## src/rtl/mpc_pkg.sv

```systemverilog
// Package for the memory pattern checker: pattern constants, field widths,
// and the command/status types shared by the controller and the datapath.
// No dependencies.
`default_nettype none

package mpc_pkg;

    localparam int INDEX_BITS = 32;

    localparam logic [63:0] INDEX_MASK = (INDEX_BITS >= 64) ? {64{1'b1}} :
                                         ((64'd1 << INDEX_BITS) - 64'd1);

    localparam logic [63:0] SM_GAMMA  = 64'h9E3779B97F4A7C15;
    localparam logic [63:0] SM_MUL1   = 64'hBF58476D1CE4E5B9;
    localparam logic [63:0] SM_MUL2   = 64'h94D049BB133111EB;
    localparam logic [63:0] PAT_CONST = 64'h4246C99787241DC5;
    localparam logic [63:0] PAT_ZEROS = 64'h0000000000000000;
    localparam logic [63:0] PAT_ONES  = 64'hFFFFFFFFFFFFFFFF;
    localparam logic [63:0] PAT_SEED  = 64'h54C5C3A55AA55AA5;
    localparam logic [31:0] COUNT_MAX = 32'hFFFFFFFF;
    localparam logic [31:0] REPORT_LIMIT_RESET = 32'd32;

    localparam int S_TDATA_BITS = 104;
    localparam int S_TUSER_BITS = 3;
    localparam int M_TDATA_BITS = 264;

    // pattern pass codes
    localparam logic [1:0] PASS_CONST = 2'd0;
    localparam logic [1:0] PASS_ZEROS = 2'd1;
    localparam logic [1:0] PASS_ONES  = 2'd2;
    localparam logic [1:0] PASS_HASH  = 2'd3;

    // partial product selected for the 64-bit modular multiply
    typedef enum logic [1:0] {
        MUL_LO_LO = 2'd0,
        MUL_HI_LO = 2'd1,
        MUL_LO_HI = 2'd2
    } mul_phase_t;

    typedef struct packed {
        logic       load;       // latch the accepted word
        logic       prep;       // operand from index, seed and gamma
        logic       shift;      // operand from accumulator, xor-shift 27
        logic       mul_en;     // one partial product into the accumulator
        mul_phase_t mul_phase;
        logic       const_sel;  // 0: first multiplier constant, 1: second
        logic       commit;     // update counts and load the result register
    } dp_cmd_t;

    typedef struct packed {
        logic is_hash;
    } dp_status_t;

endpackage

`default_nettype wire

```

## src/rtl/memory_pattern_checker_unit.sv

```systemverilog
// Memory pattern checker: pattern generation, compare, mismatch counts and
// checksum, one result word per input word.
// Depends on mpc_pkg, mpc_ctrl and mpc_datapath.
//
// Usage:
//   s_ channel takes one command word per handshake; m_ channel returns one
//   result word for each. The cfg channel writes report_limit; it is always
//   ready and should only be written while no word is in flight.
//   Sequence: constant, zeros and ones passes go from acceptance through the
//   prep and finish states; the hashed pass runs two 64-bit multiplies in
//   between, each as three partial products on one 32x32 multiplier.
//   A new word is not accepted until the last one commits its result, as
//   s_tready is high only while the controller is idle.
//   A finished result sits in the output register; the next word may be
//   accepted meanwhile, but its result waits until m_tready takes the first.
//   Reset clears the counts and checksum, sets report_limit to 32 and drops
//   m_tvalid.
`default_nettype none

module memory_pattern_checker_unit (
    input  wire logic                             aclk,
    input  wire logic                             aresetn,
    input  wire logic                             s_tvalid,
    output logic                                  s_tready,
    // word_index [31:0], observed_word [95:32], first_of_pass [96], zero pad
    input  wire logic [mpc_pkg::S_TDATA_BITS-1:0] s_tdata,
    // command [0], pass_number [2:1]
    input  wire logic [mpc_pkg::S_TUSER_BITS-1:0] s_tuser,
    output logic                                  m_tvalid,
    input  wire logic                             m_tready,
    // expected_word [63:0], mismatch [64], difference_bits [128:65],
    // report [129], pass_mismatch_count [161:130],
    // total_mismatch_count [193:162], running_checksum [257:194],
    // all_passed [258], zero pad
    output logic [mpc_pkg::M_TDATA_BITS-1:0]      m_tdata,
    input  wire logic                             cfg_valid,
    output logic                                  cfg_ready,
    input  wire logic [31:0]                      cfg_data
);

    mpc_pkg::dp_cmd_t    cmd;
    mpc_pkg::dp_status_t status;

    assign cfg_ready = 1'b1;

    mpc_ctrl u_ctrl (
        .aclk     (aclk),
        .aresetn  (aresetn),
        .s_tvalid (s_tvalid),
        .s_tready (s_tready),
        .m_tvalid (m_tvalid),
        .m_tready (m_tready),
        .status   (status),
        .cmd      (cmd)
    );

    mpc_datapath u_datapath (
        .aclk      (aclk),
        .aresetn   (aresetn),
        .cmd       (cmd),
        .status    (status),
        .s_tdata   (s_tdata),
        .s_tuser   (s_tuser),
        .cfg_write (cfg_valid && cfg_ready),
        .cfg_data  (cfg_data),
        .m_tdata   (m_tdata)
    );

endmodule

`default_nettype wire

```

## src/rtl/mpc_datapath.sv

```systemverilog
// Datapath of the memory pattern checker: input latch, splitmix multiplier
// built on one 32x32 multiplier, counters, checksum and result register.
// Depends on mpc_pkg.
`default_nettype none

module mpc_datapath (
    input  wire logic                             aclk,
    input  wire logic                             aresetn,
    input  wire mpc_pkg::dp_cmd_t                 cmd,
    output mpc_pkg::dp_status_t                   status,
    input  wire logic [mpc_pkg::S_TDATA_BITS-1:0] s_tdata,
    input  wire logic [mpc_pkg::S_TUSER_BITS-1:0] s_tuser,
    input  wire logic                             cfg_write,
    input  wire logic [31:0]                      cfg_data,
    output logic [mpc_pkg::M_TDATA_BITS-1:0]      m_tdata
);

    logic        check_reg;
    logic [1:0]  pass_reg;
    logic [63:0] idx_reg;
    logic [63:0] obs_reg;
    logic        first_reg;
    logic [63:0] op_reg;
    logic [63:0] acc_reg;
    logic [63:0] acc_next;
    logic [31:0] limit_reg;
    logic [63:0] checksum_reg;
    logic [63:0] checksum_next;
    logic [31:0] pass_cnt_reg;
    logic [31:0] pass_cnt_next;
    logic [31:0] total_cnt_reg;
    logic [31:0] total_cnt_next;
    logic [mpc_pkg::M_TDATA_BITS-1:0] out_reg;
    logic [mpc_pkg::M_TDATA_BITS-1:0] out_next;

    logic [63:0] prep_sum;
    logic [63:0] mul_const;
    logic [31:0] mul_a;
    logic [31:0] mul_b;
    logic [63:0] mul_prod;
    logic [63:0] hash_word;
    logic [63:0] expected;
    logic [63:0] diff;
    logic        miss;
    logic        rep;
    logic [31:0] pass_base;

    assign status.is_hash = (pass_reg == mpc_pkg::PASS_HASH);
    assign m_tdata = out_reg;

    assign prep_sum  = (idx_reg ^ mpc_pkg::PAT_SEED) + mpc_pkg::SM_GAMMA;
    assign mul_const = cmd.const_sel ? mpc_pkg::SM_MUL2 : mpc_pkg::SM_MUL1;

    always_comb begin
        unique case (cmd.mul_phase)
            mpc_pkg::MUL_LO_LO: begin
                mul_a = op_reg[31:0];
                mul_b = mul_const[31:0];
            end
            mpc_pkg::MUL_HI_LO: begin
                mul_a = op_reg[63:32];
                mul_b = mul_const[31:0];
            end
            mpc_pkg::MUL_LO_HI: begin
                mul_a = op_reg[31:0];
                mul_b = mul_const[63:32];
            end
            default: begin
                mul_a = op_reg[31:0];
                mul_b = mul_const[31:0];
            end
        endcase
    end

    assign mul_prod = {32'd0, mul_a} * {32'd0, mul_b};

    // cross products only reach the upper half of the 64-bit result
    assign acc_next = (cmd.mul_phase == mpc_pkg::MUL_LO_LO) ? mul_prod :
                      acc_reg + {mul_prod[31:0], 32'd0};

    assign hash_word = acc_reg ^ (acc_reg >> 31);

    always_comb begin
        unique case (pass_reg)
            mpc_pkg::PASS_CONST: expected = mpc_pkg::PAT_CONST;
            mpc_pkg::PASS_ZEROS: expected = mpc_pkg::PAT_ZEROS;
            mpc_pkg::PASS_ONES:  expected = mpc_pkg::PAT_ONES;
            default:             expected = hash_word;
        endcase
    end

    assign diff      = check_reg ? (expected ^ obs_reg) : 64'd0;
    assign miss      = |diff;
    assign rep       = miss && (total_cnt_reg < limit_reg);
    assign pass_base = first_reg ? 32'd0 : pass_cnt_reg;

    always_comb begin
        pass_cnt_next  = pass_base;
        total_cnt_next = total_cnt_reg;
        checksum_next  = checksum_reg;
        if (check_reg) begin
            checksum_next = checksum_reg ^ (obs_reg + idx_reg);
        end
        if (miss) begin
            if (pass_base != mpc_pkg::COUNT_MAX) begin
                pass_cnt_next = pass_base + 32'd1;
            end
            if (total_cnt_reg != mpc_pkg::COUNT_MAX) begin
                total_cnt_next = total_cnt_reg + 32'd1;
            end
        end
        out_next = {5'd0,
                    (total_cnt_next == 32'd0),
                    checksum_next,
                    total_cnt_next,
                    pass_cnt_next,
                    rep,
                    diff,
                    miss,
                    expected};
    end

    always_ff @(posedge aclk) begin
        if (!aresetn) begin
            limit_reg     <= mpc_pkg::REPORT_LIMIT_RESET;
            checksum_reg  <= 64'd0;
            pass_cnt_reg  <= 32'd0;
            total_cnt_reg <= 32'd0;
        end else begin
            if (cfg_write) begin
                limit_reg <= cfg_data;
            end
            if (cmd.commit) begin
                checksum_reg  <= checksum_next;
                pass_cnt_reg  <= pass_cnt_next;
                total_cnt_reg <= total_cnt_next;
            end
        end
    end

    always_ff @(posedge aclk) begin
        if (cmd.load) begin
            check_reg <= s_tuser[0];
            pass_reg  <= s_tuser[2:1];
            idx_reg   <= {32'd0, s_tdata[31:0]} & mpc_pkg::INDEX_MASK;
            obs_reg   <= s_tdata[95:32];
            first_reg <= s_tdata[96];
        end
        if (cmd.prep) begin
            op_reg <= prep_sum ^ (prep_sum >> 30);
        end else if (cmd.shift) begin
            op_reg <= acc_reg ^ (acc_reg >> 27);
        end
        if (cmd.mul_en) begin
            acc_reg <= acc_next;
        end
        if (cmd.commit) begin
            out_reg <= out_next;
        end
    end

endmodule

`default_nettype wire

```

## src/rtl/mpc_ctrl.sv

```systemverilog
// Controller of the memory pattern checker: sequences the hash multiplies,
// owns the input ready and the result valid flag.
// Depends on mpc_pkg.
`default_nettype none

module mpc_ctrl (
    input  wire logic                aclk,
    input  wire logic                aresetn,
    input  wire logic                s_tvalid,
    output logic                     s_tready,
    output logic                     m_tvalid,
    input  wire logic                m_tready,
    input  wire mpc_pkg::dp_status_t status,
    output mpc_pkg::dp_cmd_t         cmd
);

    typedef enum logic [3:0] {
        ST_IDLE,
        ST_PREP,
        ST_M1A,
        ST_M1B,
        ST_M1C,
        ST_SHIFT,
        ST_M2A,
        ST_M2B,
        ST_M2C,
        ST_FINISH
    } state_t;

    state_t state_reg;
    state_t state_next;
    logic   m_valid_reg;
    logic   out_free;

    assign s_tready = (state_reg == ST_IDLE);
    assign m_tvalid = m_valid_reg;
    assign out_free = !m_valid_reg || m_tready;

    always_comb begin
        cmd = '0;
        cmd.mul_phase = mpc_pkg::MUL_LO_LO;
        state_next = state_reg;
        unique case (state_reg)
            ST_IDLE: begin
                cmd.load = s_tvalid;
                if (s_tvalid) begin
                    state_next = ST_PREP;
                end
            end
            ST_PREP: begin
                cmd.prep = 1'b1;
                state_next = status.is_hash ? ST_M1A : ST_FINISH;
            end
            ST_M1A: begin
                cmd.mul_en = 1'b1;
                state_next = ST_M1B;
            end
            ST_M1B: begin
                cmd.mul_en = 1'b1;
                cmd.mul_phase = mpc_pkg::MUL_HI_LO;
                state_next = ST_M1C;
            end
            ST_M1C: begin
                cmd.mul_en = 1'b1;
                cmd.mul_phase = mpc_pkg::MUL_LO_HI;
                state_next = ST_SHIFT;
            end
            ST_SHIFT: begin
                cmd.shift = 1'b1;
                state_next = ST_M2A;
            end
            ST_M2A: begin
                cmd.mul_en = 1'b1;
                cmd.const_sel = 1'b1;
                state_next = ST_M2B;
            end
            ST_M2B: begin
                cmd.mul_en = 1'b1;
                cmd.const_sel = 1'b1;
                cmd.mul_phase = mpc_pkg::MUL_HI_LO;
                state_next = ST_M2C;
            end
            ST_M2C: begin
                cmd.mul_en = 1'b1;
                cmd.const_sel = 1'b1;
                cmd.mul_phase = mpc_pkg::MUL_LO_HI;
                state_next = ST_FINISH;
            end
            ST_FINISH: begin
                // hold until the result register is free
                cmd.commit = out_free;
                if (out_free) begin
                    state_next = ST_IDLE;
                end
            end
            default: begin
                state_next = ST_IDLE;
            end
        endcase
    end

    always_ff @(posedge aclk) begin
        if (!aresetn) begin
            state_reg   <= ST_IDLE;
            m_valid_reg <= 1'b0;
        end else begin
            state_reg <= state_next;
            if (cmd.commit) begin
                m_valid_reg <= 1'b1;
            end else if (m_tready) begin
                m_valid_reg <= 1'b0;
            end
        end
    end

endmodule

`default_nettype wire

```

## config.mk

```make
export PLATFORM = sky130hd
export DESIGN_NAME = memory_pattern_checker_unit
export DESIGN_NICKNAME = d
export VERILOG_FILES = /design/src/rtl/mpc_pkg.sv /design/src/rtl/memory_pattern_checker_unit.sv /design/src/rtl/mpc_datapath.sv /design/src/rtl/mpc_ctrl.sv
export SDC_FILE = /design/constraint.sdc
export NUM_CORES = 2
export LEC_CHECK = 0
export ABC_AREA = 1
export BUFFER_PORTS_ARGS = -buffer_cell sky130_fd_sc_hd__buf_2
export CAP_MARGIN = 20
export CORE_MARGIN = 1
export CORE_UTILIZATION = 60
export DETAILED_ROUTE_END_ITERATION = 7
export HOLD_SLACK_MARGIN = 0.15
export PLACE_DENSITY = 0.77
export SYNTH_ARGS = -nofsm -noshare
export SYNTH_HDL_FRONTEND = slang
export SYNTH_SLANG_ARGS = --single-unit
```

## constraint.sdc

```tcl
create_clock -name aclk -period 18.93 [get_ports aclk]
set_input_delay 0.9465 -clock aclk [delete_from_list [all_inputs] [get_ports aclk]]
set_output_delay 0.9465 -clock aclk [all_outputs]
set_load 0.02 [all_outputs]
```

==> results.cfg <==
[run_status]
status = completed

[synth]
syn_inst = 7584
seq_area_frac_synth = 0.277
synth_cell_types = 51
synth_top_area_frac = 0.255
synth_area_leaders = fa_1 (26%), edfxtp_1 (23%), inv_1 (10%)
syn_area_mm2 = 0.0647
async_flop_share = 0
ys_ff_latch = 652
synth.largest_area_cell = fa_1
synthFlopType = edfxtp_1
syn_avg_cell_area_um2 = 8.53
synth.yosys.warnings = 0
synth_edf_count = 487

[floorplanning]
dieArea_mm2 = 0.109
rows = 120
core_area_mm2 = 0.107
dieHeight_um = 330
initial_core_util = 0.605
pin_count = 411
fp.dieW_um = 330

[global_route]
track_usage = 0.431
overflow = 0
grt_pass1_vias = 54000
antenna_found_initial = 8
grt_pass1_wl_um = 341000
grt_max_degree = 131

[timing]
rsz0062_at_grt = false
post-route-min-period_ps = 12700
worst_pin_slew_ps = 1140
hold_viol = 0
fmax_mhz = 78.8
drv_slew = 0
fin_tns_setup_ps = 0
skew_ps = 58.8
slew-limit-headroom = 0.236
worst_slack_ps = 6230
post-route-period-util = 0.671
setup_viol = 0

[placed_design]
hpwl_um = 191000
gp_congestion = 1.06
pre_cts_slack_ps = 6600
port_buffers = 397
placedInstanceArea_mm2 = 0.0682

[final_layout]
drive_gt1_frac = 0.0837
area_growth_pct = 9.31
largest_register_ffs = 259
nFillCells = 8935
stdcell_area_mm2 = 0.0707
num-nets-final = 9332

[critical_path]
cpPeakStageDelay_ps = 850
crit_slowest_cell = xor2_1
path_buf_inv = 10
required_ps = 19350
startpoint_type = register
arrival_ps = 13120
path_max_fanout = 39
crit_type = reg2reg
path_delay_family = adder cells
endpoint_kind = register
cpMostUsedCell = fa_1

[clock_tree]
cts_setup_buffers = 0
insertion_delay_ps = 680
cts_buffers = 71
clock-sinks = 652
cts_htree_levels = 3
clkTransAtPathRegs_ps = 70
tritoncts = yes
post_cts_resized = 0
hold_buffers = 0
cts_buffer_depth = 3
cts_root_buf = clkbuf_16

[routing]
wl_per_cell_um = 24.9
drcViolationCount = 0
routed_wl_um = 234000
vias = 54700
first_pass_iters = 6
drtIter0Drc = 6389
ant_nets = 0
avgViaCountPerCell = 5.83

[job]
drv_cap = 0

[worst_hold_path]
hold_path_class = in2reg
==> stage by stage <==
| stage | hold slack [ps] | util | instances |
|---|---|---|---|
| floorplan | 437 | - | 7588 |
| finish | 438 | 0.661 | 9393 |
| global route | 432 | 0.661 | 9389 |
| global placement | 452 | 0.638 | 9257 |
| detailed placement | 460 | 0.638 | 9257 |
| CTS | 414 | 0.661 | 9388 |
==> cells in the final DEF (no fill, tap or decap), types with 14 or more instances in the layout <==
cell / n
dfxtp_1: 165
xnor2_1: 54
nand2_1: 1097
a21oi_1: 422
o21ai_1: 21
xor2_1: 126
nand3b_1: 14
edfxtp_1: 487
nor4_1: 32
fa_1: 824
nand4_1: 80
o21bai_1: 25
inv_1: 1799
clkbuf_16: 71
or2_2: 47
nor3_1: 65
a31oi_1: 37
o21ai_0: 401
o21a_1: 14
buf_4: 77
nor2_1: 810
buf_2: 397
ha_1: 436
nand3_1: 330
==> layer usage <==
layer | wire length, um | global-route usage | share of wire | up-vias
met2 | 101000 | 0.649 | 0.43 | 3497
met4 | 17300 | 0.263 | 0.074 | 12
li1 | - | - | - | 24300
met5 | 64 | 0 | 0.00027 | -
met1 | 86200 | 0.553 | 0.37 | 26200
met3 | 28700 | 0.124 | 0.12 | 795
==> final timing paths <==
path                                   startpoint                                    to  slack [ps]  cells after the start
min                                   s_tdata[18]      u_datapath.idx_reg[18]$_DFFE_PP_         440                      1
min reg2reg  u_datapath.limit_reg[2]$_SDFFE_PN0P_  u_datapath.limit_reg[2]$_SDFFE_PN0P_         470                      2
max reg2reg      u_ctrl.state_reg[3]$_SDFFE_PN0P_      u_datapath.acc_reg[63]$_DFFE_PN_        6230                     38
max              u_ctrl.state_reg[3]$_SDFFE_PN0P_      u_datapath.acc_reg[63]$_DFFE_PN_        6230                     38
==> cells by family after synthesis <==
| group | count (synthesis) | synth area share |
|---|---|---|
| AOI/OAI and AO/OA | 982 | 0.0807 |
| DFF | 652 | 0.277 |
| and+or+nand+nor | 2489 | 0.159 |
| other | 2 | 0.000116 |
| buffers and inverters | 2018 | 0.119 |
| adders and majority gates | 1261 | 0.340 |
| xor gates and xnor gates | 180 | 0.0244 |
==> final cells by class <==
class                           count  area, um^2  area share
Multi-Input combinational cell   4918       39200       0.554
Sequential cell                   652       17900       0.254
Inverter                         1809        6800      0.0962
Timing Repair Buffer              475        2580      0.0366
Clock buffer                       85        1900      0.0269
Tap cell                         1403        1760      0.0248
Clock inverter                     46         542     0.00766
Antenna cell                        5        12.5    0.000177
==> synthesized netlist by cell type, types with 8 or more instances <==
cell	instances
inv_1	1802
nand2_1	1098
fa_1	824
nor2_1	816
edfxtp_1	487
ha_1	437
a21oi_1	423
o21ai_0	419
nand3_1	330
dfxtp_1	165
clkbuf_1	163
xor2_1	126
nand4_1	80
nor3_1	65
xnor2_1	54
or2_2	47
a31oi_1	37
nor4_1	32
o21bai_1	25
buf_1	16
buf_2	14
nand3b_1	14
o21a_1	14
buf_4	13
a21boi_0	9
o211ai_1	8
==> worst register-to-register path: cells and delay by family (launching register included) <==
family | cells | cell delay [ps]
DFF | 1 | 420
xor gates and xnor gates | 1 | 850
and+or+nand+nor | 9 | 1300
buffers and inverters | 10 | 2410
AOI/OAI and AO/OA | 7 | 1980
adders and majority gates | 11 | 5510
Power is not shown: default switching activity piles up to over one toggle a cycle in this logic, so the estimate is an artifact.
